### src/rtl/ioc_pkg.sv
package ioc_pkg;

   // Sample layout: gyro x, y, z, then accel x, y, z.
   localparam int NUM_AXES        = 6;
   localparam int ACCEL_BASE      = 3;
   localparam int NUM_ACCEL       = 3;
   localparam int AXIS_Z_ACCEL    = 5;
   localparam int AXIS_IDX_W      = 3;
   localparam int WORD_W          = 16;

   // Averaging window and the widths that follow from it.
   localparam int AVERAGE_SAMPLES = 100;
   localparam int COUNT_W         = $clog2(AVERAGE_SAMPLES + 1);
   localparam int SUM_W           = 24;
   localparam int OFS_W           = 17;

   // Division by the window length is a multiply by a rounded-up reciprocal.
   localparam int RECIP_SHIFT              = 31;
   localparam int RECIP_W                  = RECIP_SHIFT + 1 - $clog2(AVERAGE_SAMPLES);
   localparam logic [32:0] RECIP_NUM       = 33'(1) << RECIP_SHIFT;
   localparam logic [32:0] RECIP_FULL      = (RECIP_NUM + 33'(AVERAGE_SAMPLES) - 33'(1))
                                             / 33'(AVERAGE_SAMPLES);
   localparam logic [RECIP_W-1:0] RECIP    = RECIP_FULL[RECIP_W-1:0];
   localparam int PROD_W                   = SUM_W + RECIP_W;

   // Configuration registers.
   localparam int CSR_INDEX_W  = 2;
   localparam int CSR_DATA_W   = 16;
   localparam int THRESHOLD_W  = 16;
   localparam int RUN_W        = 8;
   localparam int GRAVITY_W    = 15;
   localparam logic [CSR_INDEX_W-1:0] CSR_STILL_THRESHOLD   = 2'd0;
   localparam logic [CSR_INDEX_W-1:0] CSR_STILL_RUN_LENGTH  = 2'd1;
   localparam logic [CSR_INDEX_W-1:0] CSR_GRAVITY_REFERENCE = 2'd2;
   localparam logic [THRESHOLD_W-1:0] THRESHOLD_RESET = 16'd400;
   localparam logic [RUN_W-1:0]       RUN_LENGTH_RESET = 8'd100;
   localparam logic [GRAVITY_W-1:0]   GRAVITY_RESET   = 15'd16384;
   localparam logic [RUN_W-1:0]       RUN_MAX         = 8'hFF;

   // Calibration phases.
   localparam logic [1:0] PHASE_WAIT = 2'd0;
   localparam logic [1:0] PHASE_AVG  = 2'd1;
   localparam logic [1:0] PHASE_DONE = 2'd2;

   typedef logic signed [WORD_W-1:0] word_type;
   typedef word_type [NUM_AXES-1:0]  word_vec_type;
   typedef logic signed [SUM_W-1:0]  sum_type;
   typedef sum_type [NUM_AXES-1:0]   sum_vec_type;
   typedef logic signed [OFS_W-1:0]  ofs_type;
   typedef ofs_type [NUM_AXES-1:0]   ofs_vec_type;

   // Status from the calibration core to the rest of the block.
   typedef struct packed {
      logic [1:0] phase;
      logic       div_start;
   } calib_status_type;

endpackage

### src/rtl/ioc_calib_core.sv
module ioc_calib_core
   import ioc_pkg::*;
(
   input  logic                    clock,
   input  logic                    reset,
   input  logic                    advance,
   input  word_vec_type            sample,
   input  logic [THRESHOLD_W-1:0]  still_threshold,
   input  logic [RUN_W-1:0]        still_run_length,
   input  logic [GRAVITY_W-1:0]    gravity_reference,
   output calib_status_type        cal_stat,
   output sum_vec_type             sums
);

   logic [1:0]          phase_ff, phase_in;
   word_type [NUM_ACCEL-1:0] prev_ff, prev_in;
   logic [RUN_W-1:0]    run_ff, run_in, run_next;
   logic [COUNT_W-1:0]  count_ff, count_in;
   sum_vec_type         sums_ff, sums_in;
   logic                still;
   logic                div_start;
   logic signed [WORD_W:0] diff [NUM_ACCEL];
   logic [WORD_W:0]     mag [NUM_ACCEL];

   // Stillness: every accel axis moved less than the threshold since the last sample.
   always_comb begin
      still = 1'b1;
      for (int i = 0; i < NUM_ACCEL; i++) begin
         diff[i] = (WORD_W+1)'(sample[ACCEL_BASE+i]) - (WORD_W+1)'(prev_ff[i]);
         mag[i]  = diff[i][WORD_W] ? (WORD_W+1)'(-diff[i]) : (WORD_W+1)'(diff[i]);
         if (!(mag[i] < {1'b0, still_threshold})) begin
            still = 1'b0;
         end
      end
      if (still) begin
         run_next = (run_ff == RUN_MAX) ? run_ff : run_ff + RUN_W'(1);
      end else begin
         run_next = '0;
      end
   end

   // Phase sequencing and accumulation.
   always_comb begin
      phase_in  = phase_ff;
      prev_in   = prev_ff;
      run_in    = run_ff;
      count_in  = count_ff;
      sums_in   = sums_ff;
      div_start = 1'b0;
      unique case (phase_ff)
         PHASE_WAIT: begin
            for (int i = 0; i < NUM_ACCEL; i++) begin
               prev_in[i] = sample[ACCEL_BASE+i];
            end
            run_in = run_next;
            if (run_next >= still_run_length) begin
               phase_in = PHASE_AVG;
               count_in = '0;
               sums_in  = '0;
            end
         end
         PHASE_AVG: begin
            for (int i = 0; i < NUM_AXES; i++) begin
               sums_in[i] = sums_ff[i] + SUM_W'(sample[i]);
            end
            sums_in[AXIS_Z_ACCEL] = sums_ff[AXIS_Z_ACCEL] + SUM_W'(sample[AXIS_Z_ACCEL])
                                    - SUM_W'(gravity_reference);
            count_in = count_ff + COUNT_W'(1);
            if (count_in >= COUNT_W'(AVERAGE_SAMPLES)) begin
               count_in  = '0;
               phase_in  = PHASE_DONE;
               div_start = advance;
            end
         end
         default: begin
         end
      endcase
   end

   always_ff @(posedge clock) begin
      if (reset) begin
         phase_ff <= PHASE_WAIT;
         prev_ff  <= '0;
         run_ff   <= '0;
         count_ff <= '0;
         sums_ff  <= '0;
      end else if (advance) begin
         phase_ff <= phase_in;
         prev_ff  <= prev_in;
         run_ff   <= run_in;
         count_ff <= count_in;
         sums_ff  <= sums_in;
      end
   end

   assign cal_stat.phase     = phase_ff;
   assign cal_stat.div_start = div_start;
   assign sums               = sums_ff;

   // Once calibrated, the block never leaves that phase.
   a_done_sticks: assert property (@(posedge clock) disable iff (reset)
      phase_ff == PHASE_DONE |=> phase_ff == PHASE_DONE)
      else $error("calibrated phase was left");

endmodule

### src/rtl/ioc_offset_div.sv
module ioc_offset_div
   import ioc_pkg::*;
(
   input  logic         clock,
   input  logic         reset,
   input  logic         start,
   input  sum_vec_type  sums,
   output logic         busy,
   output ofs_vec_type  offsets
);

   logic                  issue_ff;
   logic [AXIS_IDX_W-1:0] idx_ff;
   logic                  a_vld_ff, b_vld_ff;
   logic [AXIS_IDX_W-1:0] a_idx_ff, b_idx_ff;
   logic                  a_neg_ff, b_neg_ff;
   logic [SUM_W-1:0]      a_mag_ff, a_mag_in;
   logic [OFS_W-1:0]      b_quo_ff;
   logic [PROD_W-1:0]     prod;
   sum_type               sel;
   ofs_vec_type           ofs_ff;

   // Stage A picks one sum and takes its magnitude.
   always_comb begin
      sel      = sums[idx_ff];
      a_mag_in = sel[SUM_W-1] ? SUM_W'(-sel) : SUM_W'(sel);
   end

   // Stage B: quotient by reciprocal multiply.
   assign prod = PROD_W'(a_mag_ff) * PROD_W'(RECIP);

   always_ff @(posedge clock) begin
      if (reset) begin
         issue_ff <= 1'b0;
         idx_ff   <= '0;
         a_vld_ff <= 1'b0;
         b_vld_ff <= 1'b0;
      end else begin
         if (start) begin
            issue_ff <= 1'b1;
            idx_ff   <= '0;
         end else if (issue_ff) begin
            if (idx_ff == AXIS_IDX_W'(NUM_AXES - 1)) begin
               issue_ff <= 1'b0;
               idx_ff   <= '0;
            end else begin
               idx_ff <= idx_ff + AXIS_IDX_W'(1);
            end
         end
         a_vld_ff <= issue_ff;
         b_vld_ff <= a_vld_ff;
      end
   end

   // Pipeline payload.
   always_ff @(posedge clock) begin
      a_mag_ff <= a_mag_in;
      a_neg_ff <= sel[SUM_W-1];
      a_idx_ff <= idx_ff;
      b_quo_ff <= prod[RECIP_SHIFT +: OFS_W];
      b_neg_ff <= a_neg_ff;
      b_idx_ff <= a_idx_ff;
   end

   // Stage C restores the sign, so the quotient truncates toward zero.
   always_ff @(posedge clock) begin
      if (reset) begin
         ofs_ff <= '0;
      end else if (b_vld_ff) begin
         ofs_ff[b_idx_ff] <= b_neg_ff ? OFS_W'(-b_quo_ff) : b_quo_ff;
      end
   end

   assign busy    = issue_ff | a_vld_ff | b_vld_ff;
   assign offsets = ofs_ff;

   // A start pass keeps the unit busy in the following cycle.
   a_start_busy: assert property (@(posedge clock) disable iff (reset)
      start |=> busy)
      else $error("divider did not start");

endmodule

### src/rtl/imu_offset_calibrator_unit.sv
// IMU offset calibrator.
// One six-axis sample enters on the req_ channel per transaction; each one
// gives exactly one rsp_ transaction holding every axis minus its offset
// (wrapped to 16 bits) and the calibration phase in which it was handled.
// The block first waits for a run of still samples, then averages the next
// 100 samples into six offsets; offsets stay zero until then.
// A sample is captured in the input register, then processed into the result
// register. Throughput is one transaction per cycle while rsp_stall is low and
// the offset divider is idle. After the last averaging sample, the offset
// divider (one shared reciprocal multiplier, one axis per cycle, three stages)
// blocks sample processing while it works; this happens once per reset.
// A stalled result holds in the result register; the input register still
// takes one more sample, after which req_stall rises.
// Synchronous reset restores the configuration registers to their defaults,
// returns to the waiting phase and clears the offsets. csr_ writes take effect
// at the next sample and should be made while no transaction is in flight.
module imu_offset_calibrator_unit
   import ioc_pkg::*;
(
   input  logic                    clock,
   input  logic                    reset,
   input  logic                    req_valid,
   output logic                    req_stall,
   input  logic signed [WORD_W-1:0] req_gyro_x_raw,
   input  logic signed [WORD_W-1:0] req_gyro_y_raw,
   input  logic signed [WORD_W-1:0] req_gyro_z_raw,
   input  logic signed [WORD_W-1:0] req_accel_x_raw,
   input  logic signed [WORD_W-1:0] req_accel_y_raw,
   input  logic signed [WORD_W-1:0] req_accel_z_raw,
   output logic                    rsp_valid,
   input  logic                    rsp_stall,
   output logic signed [WORD_W-1:0] rsp_gyro_x_out,
   output logic signed [WORD_W-1:0] rsp_gyro_y_out,
   output logic signed [WORD_W-1:0] rsp_gyro_z_out,
   output logic signed [WORD_W-1:0] rsp_accel_x_out,
   output logic signed [WORD_W-1:0] rsp_accel_y_out,
   output logic signed [WORD_W-1:0] rsp_accel_z_out,
   output logic [1:0]              rsp_cal_phase,
   input  logic                    csr_write,
   input  logic [CSR_INDEX_W-1:0]  csr_index,
   input  logic [CSR_DATA_W-1:0]   csr_wdata
);

   logic [THRESHOLD_W-1:0] thr_ff;
   logic [RUN_W-1:0]       run_len_ff;
   logic [GRAVITY_W-1:0]   grav_ff;
   logic                   s1_valid_ff;
   word_vec_type           s1_sample_ff;
   logic                   rsp_valid_ff;
   word_vec_type           rsp_data_ff, rsp_data_in;
   logic [1:0]             rsp_phase_ff;
   logic                   accept, advance, out_free, div_busy;
   calib_status_type       cal_stat;
   sum_vec_type            sums;
   ofs_vec_type            offsets;

   // Configuration registers; unknown indexes are ignored.
   always_ff @(posedge clock) begin
      if (reset) begin
         thr_ff     <= THRESHOLD_RESET;
         run_len_ff <= RUN_LENGTH_RESET;
         grav_ff    <= GRAVITY_RESET;
      end else if (csr_write) begin
         unique case (csr_index)
            CSR_STILL_THRESHOLD:   thr_ff     <= csr_wdata[THRESHOLD_W-1:0];
            CSR_STILL_RUN_LENGTH:  run_len_ff <= csr_wdata[RUN_W-1:0];
            CSR_GRAVITY_REFERENCE: grav_ff    <= csr_wdata[GRAVITY_W-1:0];
            default: begin
            end
         endcase
      end
   end

   // Handshake: the input register moves on when the result slot frees up and the divider is idle.
   assign out_free  = !rsp_valid_ff || !rsp_stall;
   assign advance   = s1_valid_ff && out_free && !div_busy;
   assign req_stall = s1_valid_ff && !advance;
   assign accept    = req_valid && !req_stall;

   always_ff @(posedge clock) begin
      if (reset) begin
         s1_valid_ff  <= 1'b0;
         rsp_valid_ff <= 1'b0;
      end else begin
         s1_valid_ff  <= accept || (s1_valid_ff && !advance);
         rsp_valid_ff <= advance || (rsp_valid_ff && rsp_stall);
      end
   end

   // Input register.
   always_ff @(posedge clock) begin
      if (accept) begin
         s1_sample_ff <= {req_accel_z_raw, req_accel_y_raw, req_accel_x_raw,
                          req_gyro_z_raw, req_gyro_y_raw, req_gyro_x_raw};
      end
   end

   ioc_calib_core u_core (
      .clock             (clock),
      .reset             (reset),
      .advance           (advance),
      .sample            (s1_sample_ff),
      .still_threshold   (thr_ff),
      .still_run_length  (run_len_ff),
      .gravity_reference (grav_ff),
      .cal_stat          (cal_stat),
      .sums              (sums)
   );

   ioc_offset_div u_div (
      .clock   (clock),
      .reset   (reset),
      .start   (cal_stat.div_start),
      .sums    (sums),
      .busy    (div_busy),
      .offsets (offsets)
   );

   // Offset removal, wrapping to the sensor word width.
   always_comb begin
      for (int i = 0; i < NUM_AXES; i++) begin
         rsp_data_in[i] = s1_sample_ff[i] - offsets[i][WORD_W-1:0];
      end
   end

   // Result register.
   always_ff @(posedge clock) begin
      if (advance) begin
         rsp_data_ff  <= rsp_data_in;
         rsp_phase_ff <= cal_stat.phase;
      end
   end

   assign rsp_valid       = rsp_valid_ff;
   assign rsp_gyro_x_out  = rsp_data_ff[0];
   assign rsp_gyro_y_out  = rsp_data_ff[1];
   assign rsp_gyro_z_out  = rsp_data_ff[2];
   assign rsp_accel_x_out = rsp_data_ff[3];
   assign rsp_accel_y_out = rsp_data_ff[4];
   assign rsp_accel_z_out = rsp_data_ff[5];
   assign rsp_cal_phase   = rsp_phase_ff;

   // No sample is processed while offsets are still being computed.
   a_no_advance_busy: assert property (@(posedge clock) disable iff (reset)
      div_busy |-> !advance)
      else $error("sample processed during offset division");

   // An empty input register never pushes back.
   a_stall_needs_data: assert property (@(posedge clock) disable iff (reset)
      !s1_valid_ff |-> !req_stall)
      else $error("stall raised with empty input register");

endmodule

### config.mk
export PLATFORM = sky130hd
export DESIGN_NAME = imu_offset_calibrator_unit
export DESIGN_NICKNAME = d
export VERILOG_FILES = /design/src/rtl/ioc_pkg.sv /design/src/rtl/ioc_calib_core.sv /design/src/rtl/ioc_offset_div.sv /design/src/rtl/imu_offset_calibrator_unit.sv
export SDC_FILE = /design/constraint.sdc
export NUM_CORES = 2
export LEC_CHECK = 0
export BUFFER_PORTS_ARGS = -buffer_cell sky130_fd_sc_hd__buf_2
export CELL_PAD_IN_SITES_DETAIL_PLACEMENT = 1
export CELL_PAD_IN_SITES_GLOBAL_PLACEMENT = 2
export CORE_ASPECT_RATIO = 1.5
export CORE_MARGIN = 10
export CORE_UTILIZATION = 25
export CTS_BUF_LIST = sky130_fd_sc_hd__clkbuf_4
export DETAILED_ROUTE_END_ITERATION = 10
export HOLD_SLACK_MARGIN = 0.03
export PLACE_DENSITY_LB_ADDON = 0.05
export SETUP_SLACK_MARGIN = 0.2
export SYNTH_ARGS = -nofsm -noshare
export SYNTH_HDL_FRONTEND = slang
export SYNTH_HIERARCHICAL = 1
export SYNTH_SLANG_ARGS = --single-unit
### constraint.sdc
create_clock -name clock -period 11.36 [get_ports clock]
set_input_delay 0 -clock clock [delete_from_list [all_inputs] [get_ports clock]]
set_output_delay 0 -clock clock [all_outputs]
set_load 0.01 [all_outputs]
==> impl_metrics.yaml <==
outcome:
  status: "finished clean"
sta:
  clock.fmax_mhz: 108.0
  setup_viol: 0
  timing.final.crit_share_pct: 81.49
  hold_viol: 0
  layout_setup_ws_ps: 2103
  fin_setup_tns_ps: 0
  rsz0062_at_grt: "no"
  tightest_slew_ps: 1221
  relSlewSlack_pct: 18.34
  slew_viol_final: 0
  fin_crit_ps: 9257
  hold_ws_ps: 225.0
  skew_ps: 148.7
clock_network:
  cts_buffers: 188
  clk_latency_ps: 1220
  cts_root_buf: "clkbuf_4"
  clockBufferDepth: 4
  path_clk_slew_ps: 70
  cts.sinks: 594
  htreeDepth: 4
  post_cts_buffers: 0
  tritoncts: "yes"
global_route:
  grt_util_met3_pct: 2.374
  grt_pass1_wl_um: 299000
  top_usage_layer: "met2"
  gr-usage-all-layers_pct: 19.79
  gr-total-overflow: 0
  met2_usage_pct: 38.47
  grt_pass1_vias: 44296
  grt_max_degree: 78
  antenna_found_initial: 12
  met1_usage_pct: 20.77
placed_design:
  place_area_sq_um: 50900
  dp.cells: 7711
  place_ws_ps: 2021
  hpwlAfterDp_um: 162400
  globalplace.congestion: 0.8371
  port-buffer-count: 218
power_and_ir_drop:
  cellPowerDensity_nw_per_um2: 104.5
  peakVddDrop_v: 0.00007095
  leakagePower_nw: 24.62
  power_mw: 5.929
routing:
  num_vias: 39907
  first_pass_iters: 5
  wirelength_um: 203600
  drt-initial-drc-count: 1431
  wl_per_cell_um: 24.25
  postRouteAntennaNets: 0
  vias_per_cell: 4.753
  drc: 0
cells_and_area:
  regArea_sq_um: 13840
  final_cells: 8396
  nets: 6737
  area_growth_pct: 21.86
  drive_gt1_share_pct: 11.94
  multi_input_area_sq_um: 29910
  post-route-cell-area_sq_um: 56750
  num-fill-cells: 21644
  postLayoutCoreUtil_pct: 30.56
setup_path:
  cp_max_fo: 29
  cp-start-kind: "flip-flop"
  required_ps: 12360
  arrival_ps: 10260
  slowest_stage: "nor3_2"
  end_kind: "flip-flop"
  critPathMaxStageDelay_ps: 840
  cp_common_cell: "a21o_1"
  path_class: "flip-flop to flip-flop"
yosys:
  avgSynthCellArea_sq_um: 9.112
  ys_warn_count: 6
  postSynthCellCount: 5111
  syn_nets: 6052
  netlist_area_sq_um: 46570
die:
  fp.dieW_um: 372.4
  initial_utilization_pct: 25.08
  ios: 219
  num_rows: 194
  die_height_um: 548.6
  fp.coreArea_sq_um: 185700
  die-area_sq_um: 204300
min_path:
  hp-class: "input port to flip-flop"
job:
  cap_violations: 0
==> critical path, delay by kind of cell (launching register included) <==
kind / cells / cell delay [ps]
AOI/OAI and AO/OA: 23 / 5160
and+or+nand+nor: 7 / 1760
adders and majority gates: 4 / 1190
buffers and inverters: 2 / 470
DFF: 1 / 410
==> state kept, by name (all words and copies together), names as in the netlist, 3 cells and up <==
name / flops
rsp_gyro_x_out: 16
rsp_accel_y_out: 16
u_div/a_mag_ff: 24
rsp_accel_z_out: 16
u_core/sums: 144
u_div/idx_ff: 3
u_div/b_quo_ff: 16
u_core/count_ff: 7
thr_ff: 16
u_core/run_ff: 8
u_div/b_idx_ff: 3
rsp_gyro_y_out: 16
grav_ff: 15
u_core/prev_ff: 48
rsp_gyro_z_out: 16
s1_sample_ff: 96
run_len_ff: 8
u_div/offsets: 96
u_div/a_idx_ff: 3
rsp_accel_x_out: 16
==> final cells by class <==
type,instances,share of cell area [%]
inverters,633,4.187
clock inverters,61,0.5777
flip-flops and latches,594,24.39
clock buffers,270,3.572
diodes,9,0.03969
repair buffers,641,9.132
multi-input cells,3738,52.70
well taps,2450,5.402
==> what timing repair did <==
item | CTS | global route
gates resized for setup | 0 | 0
hold buffers | 345 | 0
hold endpoints to repair | 351 | 0
==> cells in the final DEF (no fill, tap or decap), types with 17 or more instances in the layout <==
cell             n
clkinv_1        44
o31ai_1         21
dlygate4sd3_1  344
xor2_1         109
mux2i_1         31
mux4_2          17
or2_2           20
buf_4           76
o21a_1          49
a211oi_1       117
nand3_1        120
nand4_1         19
o21ai_0        169
a21oi_1        418
nand2b_1        46
buf_2          217
and2_1          24
o21bai_1        27
dfxtp_1        398
and3_1          27
fa_1           229
nor2_1         365
edfxtp_1       194
xnor2_1        193
nor2b_1         47
a22oi_1         36
clkbuf_4       270
nand2_1        429
a31oi_1         32
o211ai_1        22
a21o_1         119
inv_1          632
o21ai_1         24
nor3_1          84
ha_1           593
or3_1           29
==> path summary, 6_finish.rpt <==
path | cells past startpoint | slack (ps) | from | endpoint
max reg2reg | 36 | 2100 | s1_sample_ff[48]$_DFFE_PP_ | u_core/sums[111]$_SDFFE_PP0P_
min reg2reg | 0 | 330 | u_div/a_idx_ff[0]$_DFF_P_ | u_div/b_idx_ff[0]$_DFF_P_
min | 3 | 230 | req_accel_x_raw[10] | s1_sample_ff[58]$_DFFE_PP_
max | 36 | 2100 | s1_sample_ff[48]$_DFFE_PP_ | u_core/sums[111]$_SDFFE_PP0P_
==> metal layers <==
metal  up-vias  wire, um  share of wire (%)
met5         -        26              0.013
met4         4     10090                5.0
met3       310      5273                2.6
met2       544    111700                 55
met1     19729     76470                 38
li1      19320         -                  -
==> report_power, final <==
group	total, mW	internal, mW	switching (mW)
registers	2.36	2.28	0.0779
logic	1.29	0.520	0.769
clock network	2.28	1.16	1.13
No activity file was read; power rests on OpenSTA's default activity.
